===== src/rtl/wav_header_parser_defines.svh =====
// ---------------------------------------------------------------------------
// wav_header_parser_defines
// Assertion macros shared by the WAV header parser RTL.
// ---------------------------------------------------------------------------
`ifndef WAV_HEADER_PARSER_DEFINES_SVH
`define WAV_HEADER_PARSER_DEFINES_SVH

// Same-cycle implication, disabled during reset.
`define WHP_ASSERT_NOW(label, ante, cons, msg) \
  label: assert property (@(posedge clk) disable iff (rst) (ante) |-> (cons)) \
    else $error(msg);

// Next-cycle implication, disabled during reset.
`define WHP_ASSERT_NEXT(label, ante, cons, msg) \
  label: assert property (@(posedge clk) disable iff (rst) (ante) |=> (cons)) \
    else $error(msg);

`endif


===== src/rtl/wav_hp_pkg.sv =====
// ---------------------------------------------------------------------------
// wav_hp_pkg
// Types and constants for the WAV header parser.
// ---------------------------------------------------------------------------
package wav_hp_pkg;

  typedef enum logic [4:0] {
    PH_IDLE   = 5'd0,
    PH_RIFF   = 5'd1,
    PH_FSIZE  = 5'd2,
    PH_WAVE   = 5'd3,
    PH_FMT    = 5'd4,
    PH_FLEN   = 5'd5,
    PH_FTYPE  = 5'd6,
    PH_CHAN   = 5'd7,
    PH_RATE   = 5'd8,
    PH_BRATE  = 5'd9,
    PH_BALIGN = 5'd10,
    PH_BPS    = 5'd11,
    PH_CID    = 5'd12,
    PH_CSIZE  = 5'd13,
    PH_CSKIP  = 5'd14,
    PH_DSIZE  = 5'd15,
    PH_DATA   = 5'd16,
    PH_DONE   = 5'd17
  } phase_t;

  // result kinds
  localparam logic [1:0] KIND_HEADER = 2'd0;
  localparam logic [1:0] KIND_AUDIO  = 2'd1;
  localparam logic [1:0] KIND_ERROR  = 2'd2;

  // error codes
  localparam logic [2:0] ERR_RIFF_WAVE = 3'd0;
  localparam logic [2:0] ERR_NO_FMT    = 3'd1;
  localparam logic [2:0] ERR_FMT_LEN   = 3'd2;
  localparam logic [2:0] ERR_NOT_PCM   = 3'd3;
  localparam logic [2:0] ERR_NEG_SIZE  = 3'd4;

  // format codes
  localparam logic [1:0] FMT_MONO8    = 2'd0;
  localparam logic [1:0] FMT_MONO16   = 2'd1;
  localparam logic [1:0] FMT_STEREO8  = 2'd2;
  localparam logic [1:0] FMT_STEREO16 = 2'd3;

  // little-endian markers as assembled from four bytes
  localparam logic [31:0] TAG_RIFF = 32'h4646_4952;
  localparam logic [31:0] TAG_WAVE = 32'h4556_4157;
  localparam logic [31:0] TAG_FMT  = 32'h2074_6D66;
  localparam logic [23:0] TAG_CUE  = 24'h65_7563;
  localparam logic [31:0] TAG_LIST = 32'h7473_696C;
  localparam logic [31:0] TAG_INFO = 32'h6F66_6E69;
  localparam logic [31:0] TAG_FACT = 32'h7463_6166;

  localparam logic [31:0] FMT_CHUNK_LEN = 32'd16;
  localparam logic [31:0] FMT_TYPE_PCM  = 32'd1;

  localparam int TDATA_W = 112;

  typedef struct packed {
    logic [1:0]  kind;
    logic [15:0] channels;
    logic [31:0] sample_rate;
    logic [15:0] bits_per_sample;
    logic [1:0]  format_code;
    logic [30:0] data_size;
    logic [7:0]  audio_byte;
    logic [2:0]  error_code;
    logic        last;
  } result_t;

endpackage


===== src/rtl/wav_header_parser.sv =====
// ---------------------------------------------------------------------------
// wav_header_parser
// Byte-stream parser for RIFF/WAVE PCM headers with audio pass-through.
// ---------------------------------------------------------------------------
//
// Channel  Dir  tdata                                         tuser       tlast
// s_axis   in   [7:0] data_byte                               file_start  -
// m_axis   out  [15:0] channels, [47:16] sample_rate,         kind        last
//               [63:48] bits_per_sample, [65:64] format_code,
//               [96:66] data_size, [104:97] audio_byte,
//               [107:105] error_code, [111:108] zero
//
// One byte per cycle sustained while m_axis is not stalled; each byte is
// held in the input register, then its result is registered in the result
// register and offered on m_axis. The per-byte step (32-bit field assembly,
// a 32-bit and a 31-bit decrement and compare) sits between those two
// registers.
// rst is synchronous: parser returns to waiting for a byte with tuser set.
// A stalled m_axis holds the result; the input register still fills, then
// s_axis_tready drops until the result is taken.
//
`include "wav_header_parser_defines.svh"

module wav_header_parser (
  input  logic                          clk,
  input  logic                          rst,
  input  logic                          s_axis_tvalid,
  output logic                          s_axis_tready,
  input  logic [7:0]                    s_axis_tdata,   // [7:0] data_byte
  input  logic                          s_axis_tuser,   // [0] file_start
  output logic                          m_axis_tvalid,
  input  logic                          m_axis_tready,
  output logic [wav_hp_pkg::TDATA_W-1:0] m_axis_tdata,  // see table above
  output logic [1:0]                    m_axis_tuser,   // [1:0] kind
  output logic                          m_axis_tlast    // last
);
  import wav_hp_pkg::*;

  // input register
  logic       in_valid;
  logic [7:0] in_byte;
  logic       in_start;

  // result register
  logic    out_valid;
  result_t out_res;

  // parser state
  phase_t      phase, phase_next;
  logic [1:0]  cnt, cnt_next;
  logic [31:0] shift, shift_next;
  logic [15:0] chan, chan_next;
  logic [31:0] rate, rate_next;
  logic [15:0] bps, bps_next;
  logic [31:0] skip, skip_next;
  logic [30:0] payload, payload_next;

  // step outputs
  logic    res_valid;
  result_t res;

  // effective state after an optional restart
  phase_t      cur_phase;
  logic [1:0]  cur_cnt;
  logic [31:0] cur_shift;
  logic [15:0] cur_chan;
  logic [31:0] cur_rate;
  logic [15:0] cur_bps;
  logic [31:0] cur_skip;
  logic [30:0] cur_payload;

  logic [7:0]  b_fold;
  logic [31:0] asm_val;
  logic        two_byte;
  logic        field_done;
  logic [31:0] skip_dec;
  logic [30:0] payload_dec;

  logic advance;

  // assertion helpers
  logic out_err;      // error result sitting in the result register
  logic err_step;     // error result leaving the step
  logic short_field;  // phase holds a two-byte field

  // the step runs when the input register holds a byte and the result
  // register is free or being emptied
  assign advance       = in_valid && (!out_valid || m_axis_tready);
  assign s_axis_tready = !in_valid || advance;

  always_ff @(posedge clk) begin
    if (rst) begin
      in_valid <= 1'b0;
    end else if (s_axis_tready) begin
      in_valid <= s_axis_tvalid;
    end
  end

  always_ff @(posedge clk) begin
    if (s_axis_tvalid && s_axis_tready) begin
      in_byte  <= s_axis_tdata;
      in_start <= s_axis_tuser;
    end
  end

  always_comb begin
    if (in_start) begin
      cur_phase   = PH_RIFF;
      cur_cnt     = '0;
      cur_shift   = '0;
      cur_chan    = '0;
      cur_rate    = '0;
      cur_bps     = '0;
      cur_skip    = '0;
      cur_payload = '0;
    end else begin
      cur_phase   = phase;
      cur_cnt     = cnt;
      cur_shift   = shift;
      cur_chan    = chan;
      cur_rate    = rate;
      cur_bps     = bps;
      cur_skip    = skip;
      cur_payload = payload;
    end
  end

  // chunk ids compare case-insensitively (ASCII A-Z only)
  assign b_fold = (cur_phase == PH_CID && in_byte >= 8'h41 && in_byte <= 8'h5A)
                ? in_byte + 8'h20 : in_byte;
  assign asm_val  = cur_shift | ({24'h0, b_fold} << {cur_cnt, 3'b000});
  assign two_byte = (cur_phase == PH_FTYPE) || (cur_phase == PH_CHAN) ||
                    (cur_phase == PH_BALIGN) || (cur_phase == PH_BPS);
  assign field_done  = two_byte ? (cur_cnt == 2'd1) : (cur_cnt == 2'd3);
  assign skip_dec    = cur_skip - 32'd1;
  assign payload_dec = cur_payload - 31'd1;

  always_comb begin
    phase_next   = cur_phase;
    cnt_next     = cur_cnt;
    shift_next   = cur_shift;
    chan_next    = cur_chan;
    rate_next    = cur_rate;
    bps_next     = cur_bps;
    skip_next    = cur_skip;
    payload_next = cur_payload;
    res_valid    = 1'b0;
    res          = '0;

    unique case (cur_phase)
      PH_IDLE, PH_DONE: begin
      end
      PH_CSKIP: begin
        skip_next = skip_dec;
        if (skip_dec == 32'd0) begin
          phase_next = PH_CID;
        end
      end
      PH_DATA: begin
        res_valid      = 1'b1;
        res.kind       = KIND_AUDIO;
        res.audio_byte = in_byte;
        payload_next   = payload_dec;
        if (payload_dec == 31'd0) begin
          res.last   = 1'b1;
          phase_next = PH_DONE;
        end
      end
      PH_RIFF, PH_FSIZE, PH_WAVE, PH_FMT, PH_FLEN, PH_FTYPE, PH_CHAN,
      PH_RATE, PH_BRATE, PH_BALIGN, PH_BPS, PH_CID, PH_CSIZE,
      PH_DSIZE: begin
        if (!field_done) begin
          cnt_next   = cur_cnt + 2'd1;
          shift_next = asm_val;
        end else begin
          cnt_next   = '0;
          shift_next = '0;
          unique case (cur_phase)
            PH_RIFF: begin
              if (asm_val != TAG_RIFF) begin
                res_valid      = 1'b1;
                res.kind       = KIND_ERROR;
                res.error_code = ERR_RIFF_WAVE;
                phase_next     = PH_DONE;
              end else begin
                phase_next = PH_FSIZE;
              end
            end
            PH_FSIZE: phase_next = PH_WAVE;
            PH_WAVE: begin
              if (asm_val != TAG_WAVE) begin
                res_valid      = 1'b1;
                res.kind       = KIND_ERROR;
                res.error_code = ERR_RIFF_WAVE;
                phase_next     = PH_DONE;
              end else begin
                phase_next = PH_FMT;
              end
            end
            PH_FMT: begin
              if (asm_val != TAG_FMT) begin
                res_valid      = 1'b1;
                res.kind       = KIND_ERROR;
                res.error_code = ERR_NO_FMT;
                phase_next     = PH_DONE;
              end else begin
                phase_next = PH_FLEN;
              end
            end
            PH_FLEN: begin
              if (asm_val != FMT_CHUNK_LEN) begin
                res_valid      = 1'b1;
                res.kind       = KIND_ERROR;
                res.error_code = ERR_FMT_LEN;
                phase_next     = PH_DONE;
              end else begin
                phase_next = PH_FTYPE;
              end
            end
            PH_FTYPE: begin
              if (asm_val != FMT_TYPE_PCM) begin
                res_valid      = 1'b1;
                res.kind       = KIND_ERROR;
                res.error_code = ERR_NOT_PCM;
                phase_next     = PH_DONE;
              end else begin
                phase_next = PH_CHAN;
              end
            end
            PH_CHAN: begin
              chan_next  = asm_val[15:0];
              phase_next = PH_RATE;
            end
            PH_RATE: begin
              rate_next  = asm_val;
              phase_next = PH_BRATE;
            end
            PH_BRATE:  phase_next = PH_BALIGN;
            PH_BALIGN: phase_next = PH_BPS;
            PH_BPS: begin
              bps_next   = asm_val[15:0];
              phase_next = PH_CID;
            end
            PH_CID: begin
              if (asm_val[23:0] == TAG_CUE || asm_val == TAG_LIST ||
                  asm_val == TAG_INFO || asm_val == TAG_FACT) begin
                phase_next = PH_CSIZE;
              end else begin
                phase_next = PH_DSIZE;
              end
            end
            PH_CSIZE: begin
              // negative or zero size skips nothing
              if (asm_val[31] || asm_val == 32'd0) begin
                phase_next = PH_CID;
              end else begin
                skip_next  = asm_val;
                phase_next = PH_CSKIP;
              end
            end
            PH_DSIZE: begin
              res_valid = 1'b1;
              if (asm_val[31]) begin
                res.kind       = KIND_ERROR;
                res.error_code = ERR_NEG_SIZE;
                phase_next     = PH_DONE;
              end else begin
                payload_next        = asm_val[30:0];
                res.kind            = KIND_HEADER;
                res.channels        = cur_chan;
                res.sample_rate     = cur_rate;
                res.bits_per_sample = cur_bps;
                res.data_size       = asm_val[30:0];
                if (cur_chan == 16'd1) begin
                  res.format_code = (cur_bps == 16'd8) ? FMT_MONO8 : FMT_MONO16;
                end else begin
                  res.format_code = (cur_bps == 16'd8) ? FMT_STEREO8 : FMT_STEREO16;
                end
                if (asm_val == 32'd0) begin
                  res.last   = 1'b1;
                  phase_next = PH_DONE;
                end else begin
                  phase_next = PH_DATA;
                end
              end
            end
            default: phase_next = PH_DONE;
          endcase
        end
      end
      default: phase_next = PH_DONE;
    endcase
  end

  always_ff @(posedge clk) begin
    if (rst) begin
      phase   <= PH_IDLE;
      cnt     <= '0;
      shift   <= '0;
      chan    <= '0;
      rate    <= '0;
      bps     <= '0;
      skip    <= '0;
      payload <= '0;
    end else if (advance) begin
      phase   <= phase_next;
      cnt     <= cnt_next;
      shift   <= shift_next;
      chan    <= chan_next;
      rate    <= rate_next;
      bps     <= bps_next;
      skip    <= skip_next;
      payload <= payload_next;
    end
  end

  // result register
  always_ff @(posedge clk) begin
    if (rst) begin
      out_valid <= 1'b0;
    end else if (advance) begin
      out_valid <= res_valid;
    end else if (m_axis_tready) begin
      out_valid <= 1'b0;
    end
  end

  always_ff @(posedge clk) begin
    if (advance && res_valid) begin
      out_res <= res;
    end
  end

  assign m_axis_tvalid = out_valid;
  assign m_axis_tdata  = {4'h0, out_res.error_code, out_res.audio_byte,
                          out_res.data_size, out_res.format_code,
                          out_res.bits_per_sample, out_res.sample_rate,
                          out_res.channels};
  assign m_axis_tuser  = out_res.kind;
  assign m_axis_tlast  = out_res.last;

  assign out_err     = out_valid && (out_res.kind == KIND_ERROR);
  assign err_step    = advance && res_valid && (res.kind == KIND_ERROR);
  assign short_field = (phase == PH_FTYPE) || (phase == PH_CHAN) ||
                       (phase == PH_BALIGN) || (phase == PH_BPS);

  // errors never carry the last mark
  `WHP_ASSERT_NOW(a_err_not_last, out_err, !out_res.last, "error marked last")
  // an error step always parks the parser
  `WHP_ASSERT_NEXT(a_err_parks, err_step, phase == PH_DONE, "not parked after error")
  // two-byte fields never count past their second byte
  `WHP_ASSERT_NOW(a_short_cnt, short_field, cnt <= 2'd1, "short field count overrun")
  // skip and payload counters are live while their phase is active
  `WHP_ASSERT_NOW(a_skip_live, phase == PH_CSKIP, skip != 32'd0, "empty skip count")
  `WHP_ASSERT_NOW(a_payload_live, phase == PH_DATA, payload != 31'd0, "empty payload count")

endmodule

===== config.mk =====
export PLATFORM = sky130hd
export DESIGN_NAME = wav_header_parser
export DESIGN_NICKNAME = d
export VERILOG_FILES = /design/src/rtl/wav_hp_pkg.sv /design/src/rtl/wav_header_parser.sv
export VERILOG_INCLUDE_DIRS = /design/src /design/src/rtl
export SDC_FILE = /design/constraint.sdc
export NUM_CORES = 1
export LEC_CHECK = 0
export BUFFER_PORTS_ARGS = -buffer_cell sky130_fd_sc_hd__buf_4
export CAP_MARGIN = 20
export CORE_UTILIZATION = 40
export DETAILED_ROUTE_END_ITERATION = 10
export PLACE_DENSITY = 0.58
export SLEW_MARGIN = 10
export SYNTH_ARGS = -nofsm -noshare
export SYNTH_HDL_FRONTEND = slang
export SYNTH_SLANG_ARGS = --single-unit

===== constraint.sdc =====
create_clock -name clk -period 9.8 [get_ports clk]
set_clock_uncertainty 0.05 [all_clocks]
set_input_delay 1.47 -clock clk [delete_from_list [all_inputs] [get_ports clk]]
set_output_delay 1.47 -clock clk [all_outputs]
set_load 0.05 [all_outputs]

==> impl_results.md, run 1 <==
- Reg2reg setup slack: approximately 4 ns
- CTS root buf: clkbuf_16
- Register area share after synthesis: 0.447
- Nets: 1912
- Post-synthesis cell area: between 15000 and 20000 um^2
- Die Span Y: 199 um
- Layout fillers: 3718
- Total clock buffers created by CTS: 34
- Required time of the critical path: approximately 9.9 ns
- Critical Path Max Stage Delay: 0.79 ns
- DRC violations left: 0
- # setup viols final: 0
- Max Buffers Root-to-Sink: 3
- Worst Path Arrival: 5.96 ns
- Vias in the first global route: 13800
- Max-Cap Viols: 0
- Postcts setup bufs: 0
- Commonest cells after routing, fill and taps aside: nor2_1, buf_4, dfxtp_1
- Worst Path Class, Setup: reg -> reg
- Input/output buffers: between 100 and 150
- YS warnings: 0
- Power per cell area: 163 nW/um^2
- Area grow syn2layout: 16.2%
- Hold buffers post-CTS: 0
- Peak supply drop: 0.000106 V
- Clock sinks: approximately 290
- Clock transition at path regs: 0.06 ns
- Pin count of the biggest net entering global routing: 89
- DRT Pass-1 Iters: 6
- Worst slew pin tran: 1.06 ns
- DP Worst Slack: 4.06 ns
- Leakage power: 6.75 nW
- Synth Area per Inst: between 8 and 9 um^2
- Final WL: 60500 um
- Starting Density: 0.410
- Vias per cell: 6.20
- Critical path depth: 13
- Crit Path Max Fanout: 75
- Synth Flop Type: dfxtp_1
- H-tree lvl count: 2
- Slew margin rel.: 0.296
- Worst path cell trace: buf_4, buf_4, nor2b_1, a31oi_1, nand2_1, nor4_1, nand4_1, o31ai_1, o22ai_1, o31ai_1, a21oi_4, buf_4, buf_4
- DRT iter0 DRCs: about 1600
- N_diodes: 0
- Most frequent cell on the critical path: buf_4
- First-pass GRT wire length: 90100 um
- Yosys cell types: 83
- Total GRT Usage: 0.306
- Worst path top cell family by delay: buffers and inverters
- Worst setup EP type: flop
- Initial antenna violation count: 1
- Status: finished clean
- RSZ-0062 raised after global routing: false
- Routed Antenna Nets: 0
- Post-synth EDFFs: 120
- HP Class: reg -> reg
- Ratio of cells with drive above 1 in the final layout: 0.142
- FF+latch count, synth: 288
- WP buf/inv: 4
- R2r endpoint: m_axis_tdata[104]
- Max-slew violation count: 0
- Core footprint: 38000 um^2
- Final worst slack: approximately 4 ns
- Clk_lat worst skew: 0.56 ns
- Post-route minimum period: around 5.8 ns
- Fmax: 171 MHz
- Cell count after synthesis: 1843
- Slowest CP cell: buf_4
- Vias: 15100
- DP HPWL: 41600 um
- I/O Pins: 130
- Final hold violations: 0
- Wire length per cell after detailed routing: 24.9 um
- Startpoint types: flop
- Final setup TNS: 0 ns
- Gr ovfl total: 0
- CTS tree: yes
- Period utilisation layout: 0.597
- Die W: 199 um
- Die footprint: 39700 um^2
- Commonest non-fill, non-tap cell in the layout: nor2_1
- Post-synth ARST share: 0
- Reg2reg start: in_start
- Cts repair resizes: 0
- Worst Setup SP: in_start
- Final GP Congestion: 0.961
- Crit path to: m_axis_tdata[104]
- Reg2reg path depth: 13
- Row count: 71
[worst reg2reg max path: stages (launching register included)]
cell	delay, ns
edfxtp_1	0.32
buf_4	0.56
buf_4	0.80
nor2b_1	0.15
a31oi_1	0.40
nand2_1	0.13
nor4_1	0.31
nand4_1	0.44
o31ai_1	0.58
o22ai_1	0.23
o31ai_1	0.55
a21oi_4	0.10
buf_4	0.30
buf_4	0.46
[how the worst min path moves through the flow]
stage	startpoint	end	depth (start not counted)
finish	payload[30]	payload[30]	2
detailed placement	payload[30]	payload[30]	2
global route	payload[30]	payload[30]	2
CTS	payload[30]	payload[30]	2
floorplan	payload[30]	payload[30]	2
global placement	payload[30]	payload[30]	2
[final cells by class]
type,count,area [um^2],area share
Clock buffer,41,897,0.0495
Clock inverter,21,283,0.0156
Multi-Input combinational cell,1381,7970,0.440
Timing Repair Buffer,171,1280,0.0709
Sequential cell,288,6970,0.385
Inverter,18,67.6,0.00373
Tap cell,511,639,0.0353
[kinds of logic (layout without fill, tap and decap cells)]
family                     after synthesis  in the layout  share of synthesized area
xor gates and xnor gates                26             26                     0.0146
AOI/OAI and AO/OA                      531            531                      0.221
muxes                                   18             18                     0.0116
DFF                                    288            288                      0.447
and+or+nand+nor                        797            797                      0.255
other                                    1              4                   0.000241
adders and majority gates                5              5                    0.00402
buffers and inverters                  177            251                     0.0461
[synthesized netlist by cell type (11+ instances only)]
library cell / number / area share
xor2_1: 15 / 0.0084
mux2i_1: 17 / 0.011
o21a_1: 13 / 0.0063
o21ai_0: 111 / 0.036
nand3_1: 25 / 0.0080
a211oi_1: 16 / 0.0077
nor2b_1: 18 / 0.0072
dfxtp_1: 168 / 0.22
a22oi_1: 87 / 0.042
a21oi_1: 132 / 0.042
nor2_1: 307 / 0.074
xnor2_1: 11 / 0.0062
o22ai_1: 12 / 0.0048
a221oi_1: 18 / 0.010
inv_1: 16 / 0.0039
nor3_1: 87 / 0.028
or2_2: 15 / 0.0060
edfxtp_1: 120 / 0.23
and3_1: 17 / 0.0068
or3_1: 13 / 0.0052
nor4_1: 41 / 0.016
nand4_1: 22 / 0.0088
and2_1: 71 / 0.029
clkbuf_1: 130 / 0.031
a31oi_1: 29 / 0.012
o31ai_1: 11 / 0.0053
nand2_1: 110 / 0.027
o211ai_1: 21 / 0.010
[flip-flops by register name (all words and copies together), names as in the netlist]
register / flops
in_byte: 8
skip: 32
m_axis_tvalid: 1
in_start: 1
bps: 16
in_valid: 1
rate: 32
cnt: 2
m_axis_tdata: 108
chan: 16
payload: 31
m_axis_tlast: 1
phase: 5
m_axis_tuser: 2
shift: 32
[metal layers]
layer	track usage	share of wire	vias to the layer above	wire, um
li1	-	-	6912	-
met1	0.419	0.45	7395	26900
met2	0.481	0.45	654	27400
met3	0.0388	0.062	105	3760
met4	0.137	0.041	0	2450
met5	0	0	-	0
[metrics by stage]
stage / instances / utilization / cell area, um^2 / hold slack [ns] / total power [mW]
after floorplan: 1846 / - / 15600 / 0.394 / 1.52
after global placement: 2366 / 0.445 / 16900 / 0.410 / 1.62
after detailed placement: 2367 / 0.445 / 16900 / 0.419 / 1.63
after CTS: 2429 / 0.476 / 18100 / 0.428 / 2.97
after global routing: 2431 / 0.476 / 18100 / 0.444 / 3.05
final: 2431 / 0.476 / 18100 / 0.422 / 2.96
[power breakdown]
group	total [mW]	internal [mW]	switching, mW
sequential	1.28	1.25	0.0245
combinational	0.332	0.0953	0.237
clock	1.35	0.818	0.529
Note: power is estimated with default switching activity, not from simulation.
==> run 2, diff against run 1 <==
==> constraint.sdc (replaced) <==
create_clock -name clk -period 5.5 [get_ports clk]
set_clock_uncertainty 0.05 [all_clocks]
set_input_delay 0.825 -clock clk [delete_from_list [all_inputs] [get_ports clk]]
set_output_delay 0.825 -clock clk [all_outputs]
set_load 0.05 [all_outputs]
==> run 2 against run 1 <==
- global-route usage decreased by 0.45 points
- wire length decreased by 0.95%
- hold slack worse by 0.061 ns
- clock-buffer cell count down 4
- sequential share of layout area decreased by 0.21 points
- non-clock buffer count rose by 29
- register-to-register slack got worse by 3.5 ns
- worst setup slack lost 3.5 ns
- largest power group is now sequential cells
- highest routed layer unchanged
==> impl_results.md, run 2 (same netlist as run 1, synthesis figures left out) <==
- Status: finished clean
- Pin count of the biggest net entering global routing: 65 (-27%)
- Commonest non-fill, non-tap cell in the layout: nor2_1
- HP Class: in -> reg
- Vias per cell: 6.14 (-0.97%)
- Gr ovfl total: 0 (unchanged)
- Final worst slack: 0.478 ns (-3.47 ns)
- Startpoint types: flop
- Area of the multi-input gates: 7970 um^2 (unchanged)
- DRT iter0 DRCs: 1568 (-0.70%)
- Max-slew violation count: 0 (unchanged)
- Die Span Y: 199 um (unchanged)
- Row count: 71 (unchanged)
- Required time of the critical path: 5.76 ns (-4.15 ns)
- I/O Pins: 130 (unchanged)
- Postcts setup bufs: 0 (unchanged)
- Hold buffers post-CTS: 0 (unchanged)
- Total clock buffers created by CTS: 31 (-8.8%)
- Period utilisation layout: 0.913 (+0.316)
- Nets: 1938 (+1.4%)
- CTS root buf: clkbuf_16
- Clk_lat worst skew: 0.59 ns (+0.03 ns)
- Input/output buffers: 125 (unchanged)
- RSZ-0062 raised after global routing: false
- Slew margin rel.: 0.244 (-0.0520)
- Wire length per cell after detailed routing: 24.4 um (-2.0%)
- Crit Path Max Fanout: 54 (-28%)
- Commonest cells after routing, fill and taps aside: nor2_1, buf_4, dfxtp_1
- Clock transition at path regs: 0.06 ns (about the same)
- DRC violations left: 0 (unchanged)
- Clock sinks: 288 (unchanged)
- Peak supply drop: 0.000217 V (+100%)
- Final Non-Filler Cells: 2456 (+1.0%)
- DP HPWL: 42400 um (+1.8%)
- Area grow syn2layout: 16.9%
- CTS tree: yes
- DRT Pass-1 Iters: 5 (-1)
- Sequential cell area: 6970 um^2 (unchanged)
- Reg2reg setup slack: 0.48 ns (-3.47 ns)
- Core footprint: 38000 um^2 (unchanged)
- Post-route minimum period: 5.02 ns (-0.827 ns)
- Starting Density: 0.410 (unchanged)
- Vias in the first global route: 14000 (+2.1%)
- Worst slew pin tran: 1.13 ns (+0.0780 ns)
- Final setup TNS: 0 ns (unchanged)
- Cts repair resizes: 0 (unchanged)
- N_diodes: 0 (unchanged)
- Final WL: 59900 um (-0.95%)
- Initial antenna violation count: 0 (-1)
- Worst Path Arrival: 5.28 ns (-0.68 ns)
- Tot Pwr: 5.04 mW (+70%)
- DP Worst Slack: 0.666 ns (-3.40 ns)
- Final GP Congestion: 0.957 (-0.42%)
- Dpl cells: 2395 (+1.2%)
- Final hold violations: 0 (unchanged)
- First-pass GRT wire length: 89900 um (-0.18%)
- Max-Cap Viols: 0 (unchanged)
- Leakage power: 6.83 nW (+1.1%)
- Die W: 199 um (unchanged)
- Vias: 15100 (+0.046%)
- Max Buffers Root-to-Sink: 3 (unchanged)
- Number of flip-flops under the largest register name: 108 (unchanged)
- # setup viols final: 0 (unchanged)
- Power per cell area: 277 nW/um^2 (+70%)
- H-tree lvl count: 1 (-1)
- Total GRT Usage: 0.301 (-0.00447)
- Die footprint: 39700 um^2 (unchanged)
- Fmax: 199 MHz (+16%)
- Ratio of cells with drive above 1 in the final layout: 0.151 (+0.00898)
- Layout fillers: 3735 (+0.46%)
- Worst setup EP type: flop
- Worst Path Class, Setup: reg -> reg
- Routed Antenna Nets: 0 (unchanged)
## run 2: changes by cell type in the layout (fill, tap and decap cells not counted), sizes merged
cell / before / now
buf: 171 / 200
clkbuf: 41 / 37
bufinv: 6 / 4
clkinv: 11 / 13
clkinvlp: 3 / 4
inv: 19 / 18
## run 2: critical path: stages (launching register included)
cell and delay [ns]:
dfxtp_1 0.81, o21bai_1 0.15, buf_4 0.23, a22oi_1 0.71
nand3_1 0.28, or3_1 0.44, or4_1 0.47, o21ai_1 0.14
nand3_1 0.19, o31ai_1 0.58, a21oi_4 0.33, buf_12 0.29
## run 2: area by class of cell
type,instances,area share
multi-input cells,1381,0.438
flip-flops and latches,288,0.383
repair buffers,200,0.0844
clock buffers,37,0.0438
well taps,511,0.0351
clock inverters,21,0.0125
inverters,18,0.00371
## run 2: final timing paths
path / cells after the start / from / end
max: 11 / cnt[1] / m_axis_tdata[103]
min: 1 / s_axis_tdata[7] / in_byte[7]
max reg2reg: 11 / cnt[1] / m_axis_tdata[103]
min reg2reg: 2 / payload[30] / payload[30]
## run 2: metal layers
layer | global-route usage | vias up | share of wire
li1 | - | 6982 | -
met1 | 0.422 | 7334 | 0.45
met2 | 0.465 | 638 | 0.44
met3 | 0.0363 | 119 | 0.068
met4 | 0.130 | 0 | 0.045
met5 | 0 | - | 0
## run 2: metrics by stage
stage	util	hold slack, ns	area, um^2
3_5_place_dp	0.451	0.409	17200
4_1_cts	0.478	0.339	18200
5_1_grt	0.479	0.349	18200
3_3_place_gp	0.451	0.408	17200
2_1_floorplan	-	0.394	15600
6_report	0.479	0.361	18200
## run 2: power by group
group / internal, mW / leakage [nW] / switching, mW / total, mW
registers: 2.23 / 2.73 / 0.0387 / 2.27
logic: 0.180 / 3.61 / 0.434 / 0.614
clock network: 1.23 / 0.492 / 0.927 / 2.16
total: 3.64 / 6.83 / 1.40 / 5.04
